## src/rtl/core/dht_pkg.sv

```systemverilog
// Package for the double-hashing table: request and result types, status codes,
// default sizes and fixed field widths. No dependencies.
package dht_pkg;

    localparam int KEY_W      = 31;
    localparam int MODE_W     = 1;
    localparam int STATUS_W   = 2;
    localparam int SLOT_W     = 4;
    localparam int ENTRY_W    = KEY_W + 1;   // valid bit on top of the key

    // key is reduced one 4-bit digit per cycle, padded to a whole digit count
    localparam int DIGIT_W    = 4;
    localparam int DIGITS     = (KEY_W + DIGIT_W - 1) / DIGIT_W;
    localparam int KEY_PAD_W  = DIGITS * DIGIT_W;
    localparam int DIG_CNT_W  = $clog2(DIGITS);

    localparam int DEF_TABLE_SLOTS = 13;
    localparam int DEF_STEP_PRIME  = 7;

    localparam logic [MODE_W-1:0] MODE_INSERT = 1'b0;
    localparam logic [MODE_W-1:0] MODE_REMOVE = 1'b1;

    localparam logic [STATUS_W-1:0] STATUS_INSERTED  = 2'd0;
    localparam logic [STATUS_W-1:0] STATUS_REMOVED   = 2'd1;
    localparam logic [STATUS_W-1:0] STATUS_NOT_FOUND = 2'd2;
    localparam logic [STATUS_W-1:0] STATUS_FULL      = 2'd3;

    typedef struct packed {
        logic [MODE_W-1:0] mode;
        logic [KEY_W-1:0]  key;
    } req_t;

    typedef struct packed {
        logic [STATUS_W-1:0] status;
        logic [SLOT_W-1:0]   slot;
    } res_t;

endpackage

```

## src/rtl/core/double_hash_table.sv

```systemverilog
// Open-addressing hash table with double hashing, slots held in one synchronous RAM.
// A request is accepted, hashed digit by digit, probed through up to TABLE_SLOTS slots and
// then placed in the result register. One request at a time; the rate is set by the
// digit-serial mod units and the single RAM read port.
// Reset: control clears at once, then a clearing pass writes every slot empty, during
// which no request is taken.
module double_hash_table
    import dht_pkg::*;
#(
    parameter int TABLE_SLOTS = DEF_TABLE_SLOTS,
    parameter int STEP_PRIME  = DEF_STEP_PRIME
) (
    input  logic clk,
    input  logic rst_n,
    input  logic req_valid,
    output logic req_stall,
    input  req_t req_data,
    output logic res_valid,
    input  logic res_stall,
    output res_t res_data
);

    localparam int IDX_W = $clog2(TABLE_SLOTS);
    localparam int CNT_W = $clog2(TABLE_SLOTS + 1);
    localparam int PW    = $clog2(STEP_PRIME);
    localparam int SW    = $clog2(STEP_PRIME + 1);
    localparam int HX_W  = IDX_W + DIGIT_W;
    localparam int PX_W  = PW + DIGIT_W;
    localparam int MULTS = (1 << DIGIT_W);

    localparam logic [2:0] ST_CLEAR = 3'd0;
    localparam logic [2:0] ST_IDLE  = 3'd1;
    localparam logic [2:0] ST_HASH  = 3'd2;
    localparam logic [2:0] ST_PROBE = 3'd3;
    localparam logic [2:0] ST_POST  = 3'd4;

    logic [2:0]           state_reg,     state_next;
    logic [IDX_W-1:0]     clr_reg,       clr_next;
    logic [DIG_CNT_W-1:0] dig_reg,       dig_next;
    logic [KEY_PAD_W-1:0] shift_reg,     shift_next;
    logic [IDX_W-1:0]     rem_h_reg,     rem_h_next;
    logic [PW-1:0]        rem_p_reg,     rem_p_next;
    logic [MODE_W-1:0]    mode_reg,      mode_next;
    logic [KEY_W-1:0]     key_reg,       key_next;
    logic [IDX_W-1:0]     addr_reg,      addr_next;
    logic [SW-1:0]        step_reg,      step_next;
    logic [CNT_W-1:0]     iss_reg,       iss_next;
    logic [CNT_W-1:0]     chk_reg,       chk_next;
    logic                 pend_reg,      pend_next;
    logic [IDX_W-1:0]     pend_addr_reg, pend_addr_next;
    res_t                 stage_reg,     stage_next;
    logic                 res_valid_reg, res_valid_next;
    res_t                 res_data_reg,  res_data_next;

    logic                 ram_we;
    logic [IDX_W-1:0]     ram_waddr;
    logic [ENTRY_W-1:0]   ram_wdata;
    logic [ENTRY_W-1:0]   ram_rdata;

    logic [DIGIT_W-1:0]   digit;
    logic [HX_W-1:0]      ext_h, sub_h;
    logic [PX_W-1:0]      ext_p, sub_p;
    logic [IDX_W-1:0]     rem_h_new;
    logic [PW-1:0]        rem_p_new;
    logic [IDX_W:0]       addr_sum;
    logic [IDX_W-1:0]     addr_adv;
    logic                 ent_valid;
    logic [KEY_W-1:0]     ent_key;
    logic                 res_free;

    dht_ram #(
        .WIDTH (ENTRY_W),
        .DEPTH (TABLE_SLOTS)
    ) u_slots (
        .clk   (clk),
        .we    (ram_we),
        .waddr (ram_waddr),
        .wdata (ram_wdata),
        .raddr (addr_reg),
        .rdata (ram_rdata)
    );

    // digit-serial mod: rem = (rem * 16 + digit) mod M, one constant-multiple pick per cycle
    always_comb
    begin
        digit = shift_reg[KEY_PAD_W-1 -: DIGIT_W];
        ext_h = {rem_h_reg, digit};
        ext_p = {rem_p_reg, digit};
        sub_h = '0;
        sub_p = '0;
        for (int k = 1; k < MULTS; k++)
        begin
            if (ext_h >= HX_W'(k * TABLE_SLOTS))
            begin
                sub_h = HX_W'(k * TABLE_SLOTS);
            end
            if (ext_p >= PX_W'(k * STEP_PRIME))
            begin
                sub_p = PX_W'(k * STEP_PRIME);
            end
        end
        rem_h_new = IDX_W'(ext_h - sub_h);
        rem_p_new = PW'(ext_p - sub_p);
    end

    always_comb
    begin
        addr_sum = {1'b0, addr_reg} + (IDX_W + 1)'(step_reg);
        if (addr_sum >= (IDX_W + 1)'(TABLE_SLOTS))
        begin
            addr_sum = addr_sum - (IDX_W + 1)'(TABLE_SLOTS);
        end
        addr_adv = addr_sum[IDX_W-1:0];
    end

    assign ent_valid = ram_rdata[ENTRY_W-1];
    assign ent_key   = ram_rdata[KEY_W-1:0];
    assign res_free  = !res_valid_reg || !res_stall;

    always_comb
    begin
        state_next     = state_reg;
        clr_next       = clr_reg;
        dig_next       = dig_reg;
        shift_next     = shift_reg;
        rem_h_next     = rem_h_reg;
        rem_p_next     = rem_p_reg;
        mode_next      = mode_reg;
        key_next       = key_reg;
        addr_next      = addr_reg;
        step_next      = step_reg;
        iss_next       = iss_reg;
        chk_next       = chk_reg;
        pend_next      = pend_reg;
        pend_addr_next = pend_addr_reg;
        stage_next     = stage_reg;
        res_valid_next = res_valid_reg;
        res_data_next  = res_data_reg;
        ram_we         = 1'b0;
        ram_waddr      = pend_addr_reg;
        ram_wdata      = '0;

        if (res_valid_reg && !res_stall)
        begin
            res_valid_next = 1'b0;
        end

        case (state_reg)
            ST_CLEAR:
            begin
                ram_we    = 1'b1;
                ram_waddr = clr_reg;
                clr_next  = clr_reg + 1'b1;
                if (clr_reg == IDX_W'(TABLE_SLOTS - 1))
                begin
                    state_next = ST_IDLE;
                end
            end
            ST_IDLE:
            begin
                if (req_valid)
                begin
                    mode_next  = req_data.mode;
                    key_next   = req_data.key;
                    shift_next = KEY_PAD_W'(req_data.key);
                    rem_h_next = '0;
                    rem_p_next = '0;
                    dig_next   = '0;
                    state_next = ST_HASH;
                end
            end
            ST_HASH:
            begin
                rem_h_next = rem_h_new;
                rem_p_next = rem_p_new;
                shift_next = shift_reg << DIGIT_W;
                dig_next   = dig_reg + 1'b1;
                if (dig_reg == DIG_CNT_W'(DIGITS - 1))
                begin
                    addr_next  = rem_h_new;
                    step_next  = SW'(STEP_PRIME) - SW'(rem_p_new);
                    iss_next   = '0;
                    chk_next   = '0;
                    pend_next  = 1'b0;
                    state_next = ST_PROBE;
                end
            end
            ST_PROBE:
            begin
                // read one slot a cycle; the previous read is judged alongside
                pend_next = 1'b0;
                if (iss_reg < CNT_W'(TABLE_SLOTS))
                begin
                    iss_next       = iss_reg + 1'b1;
                    addr_next      = addr_adv;
                    pend_next      = 1'b1;
                    pend_addr_next = addr_reg;
                end
                if (pend_reg)
                begin
                    chk_next = chk_reg + 1'b1;
                    if (mode_reg == MODE_INSERT)
                    begin
                        if (!ent_valid)
                        begin
                            ram_we            = 1'b1;
                            ram_wdata         = {1'b1, key_reg};
                            stage_next.status = STATUS_INSERTED;
                            stage_next.slot   = SLOT_W'(pend_addr_reg);
                            state_next        = ST_POST;
                        end
                        else if (chk_reg == CNT_W'(TABLE_SLOTS - 1))
                        begin
                            stage_next.status = STATUS_FULL;
                            stage_next.slot   = '0;
                            state_next        = ST_POST;
                        end
                    end
                    else
                    begin
                        if (!ent_valid)
                        begin
                            stage_next.status = STATUS_NOT_FOUND;
                            stage_next.slot   = '0;
                            state_next        = ST_POST;
                        end
                        else if (ent_key == key_reg)
                        begin
                            ram_we            = 1'b1;
                            ram_wdata         = '0;
                            stage_next.status = STATUS_REMOVED;
                            stage_next.slot   = SLOT_W'(pend_addr_reg);
                            state_next        = ST_POST;
                        end
                        else if (chk_reg == CNT_W'(TABLE_SLOTS - 1))
                        begin
                            stage_next.status = STATUS_NOT_FOUND;
                            stage_next.slot   = '0;
                            state_next        = ST_POST;
                        end
                    end
                end
            end
            ST_POST:
            begin
                if (res_free)
                begin
                    res_valid_next = 1'b1;
                    res_data_next  = stage_reg;
                    state_next     = ST_IDLE;
                end
            end
            default:
            begin
                state_next = ST_IDLE;
            end
        endcase
    end

    always_ff @(posedge clk or negedge rst_n)
    begin
        if (!rst_n)
        begin
            state_reg     <= ST_CLEAR;
            clr_reg       <= '0;
            dig_reg       <= '0;
            iss_reg       <= '0;
            chk_reg       <= '0;
            pend_reg      <= 1'b0;
            res_valid_reg <= 1'b0;
        end
        else
        begin
            state_reg     <= state_next;
            clr_reg       <= clr_next;
            dig_reg       <= dig_next;
            iss_reg       <= iss_next;
            chk_reg       <= chk_next;
            pend_reg      <= pend_next;
            res_valid_reg <= res_valid_next;
        end
    end

    always_ff @(posedge clk)
    begin
        shift_reg     <= shift_next;
        rem_h_reg     <= rem_h_next;
        rem_p_reg     <= rem_p_next;
        mode_reg      <= mode_next;
        key_reg       <= key_next;
        addr_reg      <= addr_next;
        step_reg      <= step_next;
        pend_addr_reg <= pend_addr_next;
        stage_reg     <= stage_next;
        res_data_reg  <= res_data_next;
    end

    assign req_stall = (state_reg != ST_IDLE);
    assign res_valid = res_valid_reg;
    assign res_data  = res_data_reg;

    a_iss_bound: assert property (@(posedge clk) disable iff (!rst_n)
        iss_reg <= CNT_W'(TABLE_SLOTS))
        else $error("probe issue count past table size");

    a_probe_range: assert property (@(posedge clk) disable iff (!rst_n)
        (state_reg == ST_PROBE) |-> (addr_reg < IDX_W'(TABLE_SLOTS) && step_reg != '0
            && step_reg <= SW'(STEP_PRIME)))
        else $error("probe address or step out of range");

    a_res_source: assert property (@(posedge clk) disable iff (!rst_n)
        $rose(res_valid_reg) |-> $past(state_reg == ST_POST))
        else $error("result raised outside post state");

    a_write_judged: assert property (@(posedge clk) disable iff (!rst_n)
        (ram_we && state_reg == ST_PROBE) |=> (state_reg == ST_POST))
        else $error("slot write without finishing request");

endmodule

```

## src/rtl/core/dht_ram.sv

```systemverilog
// Generic simple dual-port RAM: one write port, one read port, registered read.
// No package dependencies.
module dht_ram #(
    parameter int WIDTH = 32,
    parameter int DEPTH = 16
) (
    input  logic                     clk,
    input  logic                     we,
    input  logic [$clog2(DEPTH)-1:0] waddr,
    input  logic [WIDTH-1:0]         wdata,
    input  logic [$clog2(DEPTH)-1:0] raddr,
    output logic [WIDTH-1:0]         rdata
);

    logic [WIDTH-1:0] mem [DEPTH];

    always_ff @(posedge clk)
    begin
        if (we)
        begin
            mem[waddr] <= wdata;
        end
        rdata <= mem[raddr];
    end

endmodule

```

## config.mk

```make
export PLATFORM = sky130hd
export DESIGN_NAME = double_hash_table
export DESIGN_NICKNAME = d
export VERILOG_FILES = /design/src/rtl/core/dht_pkg.sv /design/src/rtl/core/double_hash_table.sv /design/src/rtl/core/dht_ram.sv
export SDC_FILE = /design/constraint.sdc
export NUM_CORES = 1
export LEC_CHECK = 0
export BUFFER_PORTS_ARGS = -buffer_cell sky130_fd_sc_hd__buf_2
export CAP_MARGIN = 0
export CORE_ASPECT_RATIO = 1.25
export CORE_UTILIZATION = 53
export DETAILED_ROUTE_END_ITERATION = 6
export GPL_ROUTABILITY_DRIVEN = 0
export PLACE_DENSITY = 0.69
export SYNTH_ARGS = -nofsm -noshare
export SYNTH_HDL_FRONTEND = slang
export SYNTH_SLANG_ARGS = --single-unit
```

## constraint.sdc

```tcl
create_clock -name clk -period 6.5 [get_ports clk]
set_input_delay 0.975 -clock clk [delete_from_list [all_inputs] [get_ports clk]]
set_output_delay 0.975 -clock clk [all_outputs]
set_load 0.02 [all_outputs]
```

Word-level counts from Yosys, hierarchy flattened
Memories as Yosys holds them, arrays and structs flattened. A register that Yosys moved wholly into a read port is not among the register bits.
Index checks and enable logic that the tools add are counted.
Storage, ports and cells
  bits in writable memories: 416
  output and inout bits: 8
  input bits: 36
  flip-flop bits (word level): 114
  memories kept: 1
Memories
  u_slots.mem: depth 13, bits a word 32, read ports 1, clocked after memory_dff 1, write ports 1, RTL line dht_ram.sv:15  | logic [WIDTH-1:0] mem [DEPTH];
Operators by class
  reduce and logical (&&, ||, !) cells: 17
  $add $sub $neg: 9
  equal/unequal tests: 17
  multiplexer cells: 82
  magnitude comparators: 32
Operator list (number)
  32-bit 2-to-1 mux: 5
  4-bit 2-to-1 mux: 23
  3-bit 2-to-1 mux: 26
  32-bit case mux with 2 select lines: 1
  8-bit >= comparator, second input constant: 6
  7-bit >= comparator, second input constant: 6
  8-bit by 7-bit >= comparator with 1-bit output, second input constant: 5
  6-bit 2-to-1 mux: 6
  7-bit by 6-bit >= comparator with 1-bit output, second input constant: 5
  4-bit case mux with 2 select lines: 4
  31-bit equality test: 1
  8-bit by 6-bit >= comparator with 1-bit output, second input constant: 2
  3-bit case mux with 5 select lines: 1
  7-bit by 5-bit >= comparator with 1-bit output, second input constant: 2
  4-bit by 1-bit adder with 4-bit output, second input constant: 3
  1-bit 2-to-1 mux: 12
  2-bit inequality test, second input constant: 6
  3-bit case mux with 2 select lines: 2
  2-bit AND reduction: 6
  4-bit equality test, second input constant: 2
  8-bit by 4-bit >= comparator with 1-bit output, second input constant: 1
  8-bit by 5-bit >= comparator with 1-bit output, second input constant: 1
  7-bit by 3-bit >= comparator with 1-bit output, second input constant: 1
  7-bit by 4-bit >= comparator with 1-bit output, second input constant: 1
  other kinds (22): 29

Longest topological paths before layout
  word-level depth: 19
  depth in mapped cells: 14

Modules after synthesis
From an unflattened synthesis, not the netlist that was laid out.
Second synthesis, totals
  cells, all modules: 1300
  area, all modules: 22607.9 um^2
By module, submodules not included
  dht_ram: area each 16465.8 um^2, times used 1, cells an instance 701, seq. area each 13132.6 um^2
  double_hash_table: area each 6142.1 um^2, times used 1, cells an instance 599, seq. area each 3323.2 um^2

Worst setup path before layout
No wires, ideal clock.
  path type: register -> register
  from: register state_reg[2]
  to: memory u_slots.mem[12][0] (enable)
  data required time: 6.026 ns
  arrival time: 4.334 ns
  buffers on the path: 2
  slack: 1.692 ns
  period minus slack after synthesis: 4.808 ns
  cell stages (with the launch flop): 9
  path through: dfrtp_1 buf_2 nor2b_2 and2_1 buf_4 nand2_1 nor3_1 a21boi_1 a221oi_1
Between the ends
  cells in the longest elaborated chain, start to end: 4
  elaborated cells between the ends (all ways): 6
Ends and longest elaborated chain
  start: declaration: RTL line double_hash_table.sv:37  | logic [2:0] state_reg, state_next;
  start signal: assignment: RTL line double_hash_table.sv:274  | state_reg <= state_next;
  3-bit by 2-bit equality test with 1-bit output or 3-bit zero test (tied branches): RTL line double_hash_table.sv:148  | case (state_reg)
  1-bit case mux with 2 select lines: RTL line double_hash_table.sv:148
  1-bit 2-to-1 mux: RTL line dht_ram.sv:19  | if (we)
  1-bit 2-to-1 mux (implied by the code): RTL line dht_ram.sv:21  | mem[waddr] <= wdata;
  end: declaration: RTL line dht_ram.sv:15
Parallel ways exist; a longest one is shown, timed or not.

Final worst setup path
  from: register state_reg[0]
  to: memory u_slots.mem[12][2] (enable)
Same word-level chain as after synthesis.

==> flow_summary.ini <==
[drt]
via_per_inst = 6.00
vias = 11300
detail-route-antenna-nets = 0
drc = 0
drt-total-wl_um = 48000
drtIter0Drc = 1012
wire_per_inst_um = 25.5
dr.pass1.iters = 5

[pwr]
power.net_switching_mw = 3.16
p_leak_nw = 8.72
p_per_area_nw_per_um2 = 428
seqPwrFrac = 0.460
p_sw_frac = 0.293
p_clk_frac = 0.296
p_int_mw = 7.61
vdd_ir_drop_max_mv = 0.332
combPwrFrac = 0.245

[flow_run]
cap_violations = 0

[synth]
synth_cell_type_count = 67
synth_area_per_cell_um2 = 18.4
yosysTopAreaCellShare = 0.680
synthFlopType = edfxtp_1
ys_ff_latch = 562
synth_most_common_cell = edfxtp_1
synth_top_cell_by_area = edfxtp_1
yosys-top-cells-area = edfxtp_1 (68%), mux4_2 (12%), dfxtp_1 (2.8%)
syn-cell-area_um2 = 22500
netlist_instances = 1224
mappedNetlistNets = 1280
ys_seq_area_frac = 0.731
yosys_warnings = 0
async_reset_ff_frac = 0.0356
ys_top_cells_by_count = edfxtp_1 (510), mux4_2 (124), nand2_1 (117)
synth_edf_count = 510

[timing]
layout_min_cycle_time_ps = 4310
fin_crit_sh = 0.663
final-max-slew-violation-count = 0
slew_headroom = 0.191
worst_slew_pin_slew_ps = 1200
max_freq_ghz = 0.232
setup_viol = 0
holdWs_ps = 371
skew_ps = 30.0
rsz0062_at_grt = false
finalHoldViolCount = 0
fin_tns_setup_ps = 0

[status]
status = finished, final reports clean

[placement]
place_hpwl_um = 27000
dpl_cell_area_um2 = 23400
io_buffers = 43

[setup_path]
regToRegEndpoint = u_slots.mem[12][2]$_DFFE_PP_
crit_required_ps = 6730
arrival_ps = 4540
r2r_start = state_reg[0]$_DFFE_PN0P_
crit_start = state_reg[0]$_DFFE_PN0P_
end_kind = register
reg2regPathDepth = 7
reg2reg_slack_ps = 2190
crit_type = register to register
crit_path_max_fanout = 18
endpoint = u_slots.mem[12][2]$_DFFE_PP_
start_kind = register

[clocking]
cts-root-buf = clkbuf_16
cts_hold_buf = 0
cts_tree = done
tritoncts.num_buffers = 53
insertion_delay_ps = 590
clkTransAtPathRegs_ps = 60
post_cts_buffers = 0
clock-sinks = 562
h-tree-depth = 2
post_cts_resized = 0
clockBufferDepth = 3

[global_routing]
grt_first_pass_wirelength_um = 71600
grt_pass1_vias = 11500
antenna_found_initial = 0
track_usage = 0.226
grt_start_max_net_pins = 99
grt_overflow = 0

[floorplan]
start_util = 0.537
die_x_um = 186
core_um2 = 41900
core.rowCount = 84
fp.dieH_um = 232
io-pin-count = 44
die-area_um2 = 43300

[finish]
antenna_cells = 0
area_delta_synth_final_pct = 11.8
drive_gt1_frac = 0.220
largest_reg_flops = 416
fin_area_um2 = 25200
layout.nets = 1334

[worst_hold_path]
min_path_type = input port to async pin
## worst min-delay path by stage
stage	start	to	slack, ps	cells after the start
CTS	rst_n	chk_reg[0]$_DFFE_PN0P_	360	1
global route	rst_n	chk_reg[0]$_DFFE_PN0P_	390	1
finish	rst_n	chk_reg[0]$_DFFE_PN0P_	370	1
floorplan	stage_reg[0]$_DFFE_PP_	res_data[0]$_DFFE_PP_	400	0
detailed placement	stage_reg[4]$_DFFE_PP_	res_data[4]$_DFFE_PP_	410	0
global placement	stage_reg[2]$_DFFE_PP_	res_data[2]$_DFFE_PP_	410	0
## stage by stage
stage / instances / utilization / setup WS (ps) / total power [mW]
2_1_floorplan: 1224 / - / 1690 / 6.90
3_3_place_gp: 1782 / 0.558 / 2370 / 7.62
3_5_place_dp: 1782 / 0.558 / 2210 / 7.68
4_1_cts: 1881 / 0.600 / 2190 / 10.9
5_1_grt: 1881 / 0.600 / 1930 / 11.2
6_report: 1881 / 0.600 / 2190 / 10.8
## layer usage
metal / global-route usage / routed length (um)
met5: 0 / 0
met4: 0.0821 / 1490
met3: 0.0288 / 2250
met2: 0.389 / 24500
met1: 0.296 / 19800
## cells by family (layout without fill, tap and decap cells)
| kind of cell | count (synthesis) | in the layout | synth area share |
|---|---|---|---|
| AOI/OAI and AO/OA | 115 | 115 | 0.0347 |
| xor gates and xnor gates | 45 | 45 | 0.0175 |
| adders and majority gates | 20 | 20 | 0.0121 |
| buffers and inverters | 88 | 186 | 0.0186 |
| DFF | 562 | 562 | 0.731 |
| muxes | 132 | 132 | 0.131 |
| and+or+nand+nor | 262 | 262 | 0.0555 |
## critical path: stages (launching register included)
cell	delay, ps
dfrtp_1	490
nor2b_2	300
and2_1	330
nand2_1	170
nor3_1	940
a21boi_1	260
a221oi_4	960
buf_4	500
## layout by cell type (no fill, tap or decap), types with 4 or more instances in the layout
cell	n
a21o_1	7
a21oi_1	23
a221oi_1	5
a22oi_1	4
a31oi_1	7
and2_1	9
and3_1	34
buf_2	43
buf_4	22
bufinv_16	8
clkbuf_1	17
clkbuf_16	54
clkinv_1	7
clkinv_2	6
dfrtp_1	20
dfxtp_1	32
edfxtp_1	510
ha_1	17
inv_1	20
mux4_1	4
mux4_2	124
nand2_1	116
nand3_1	8
nand4_1	14
nor2_1	35
nor2_4	12
nor2b_1	5
nor3_1	10
o21ai_0	28
xnor2_1	38
xor2_1	7
## final cells by class
| type | instances | area [um^2] |
|---|---|---|
| clock buffers | 74 | 1460 |
| repair buffers | 66 | 400 |
| inverters | 21 | 78.8 |
| fillers | 3023 | 16800 |
| multi-input cells | 574 | 5750 |
| flip-flops and latches | 562 | 16500 |
| well taps | 559 | 699 |
| clock inverters | 25 | 337 |
## power by group through the flow
stage               clock network [mW]  logic [mW]  registers, mW
floorplan                            0        2.03           4.86
global placement                     0        2.63           4.99
detailed placement                   0        2.67           5.01
CTS                               3.22        2.69           4.94
global route                      3.35        2.88           5.01
finish                            3.18        2.64           4.95
(Power assumes the default switching activity.)
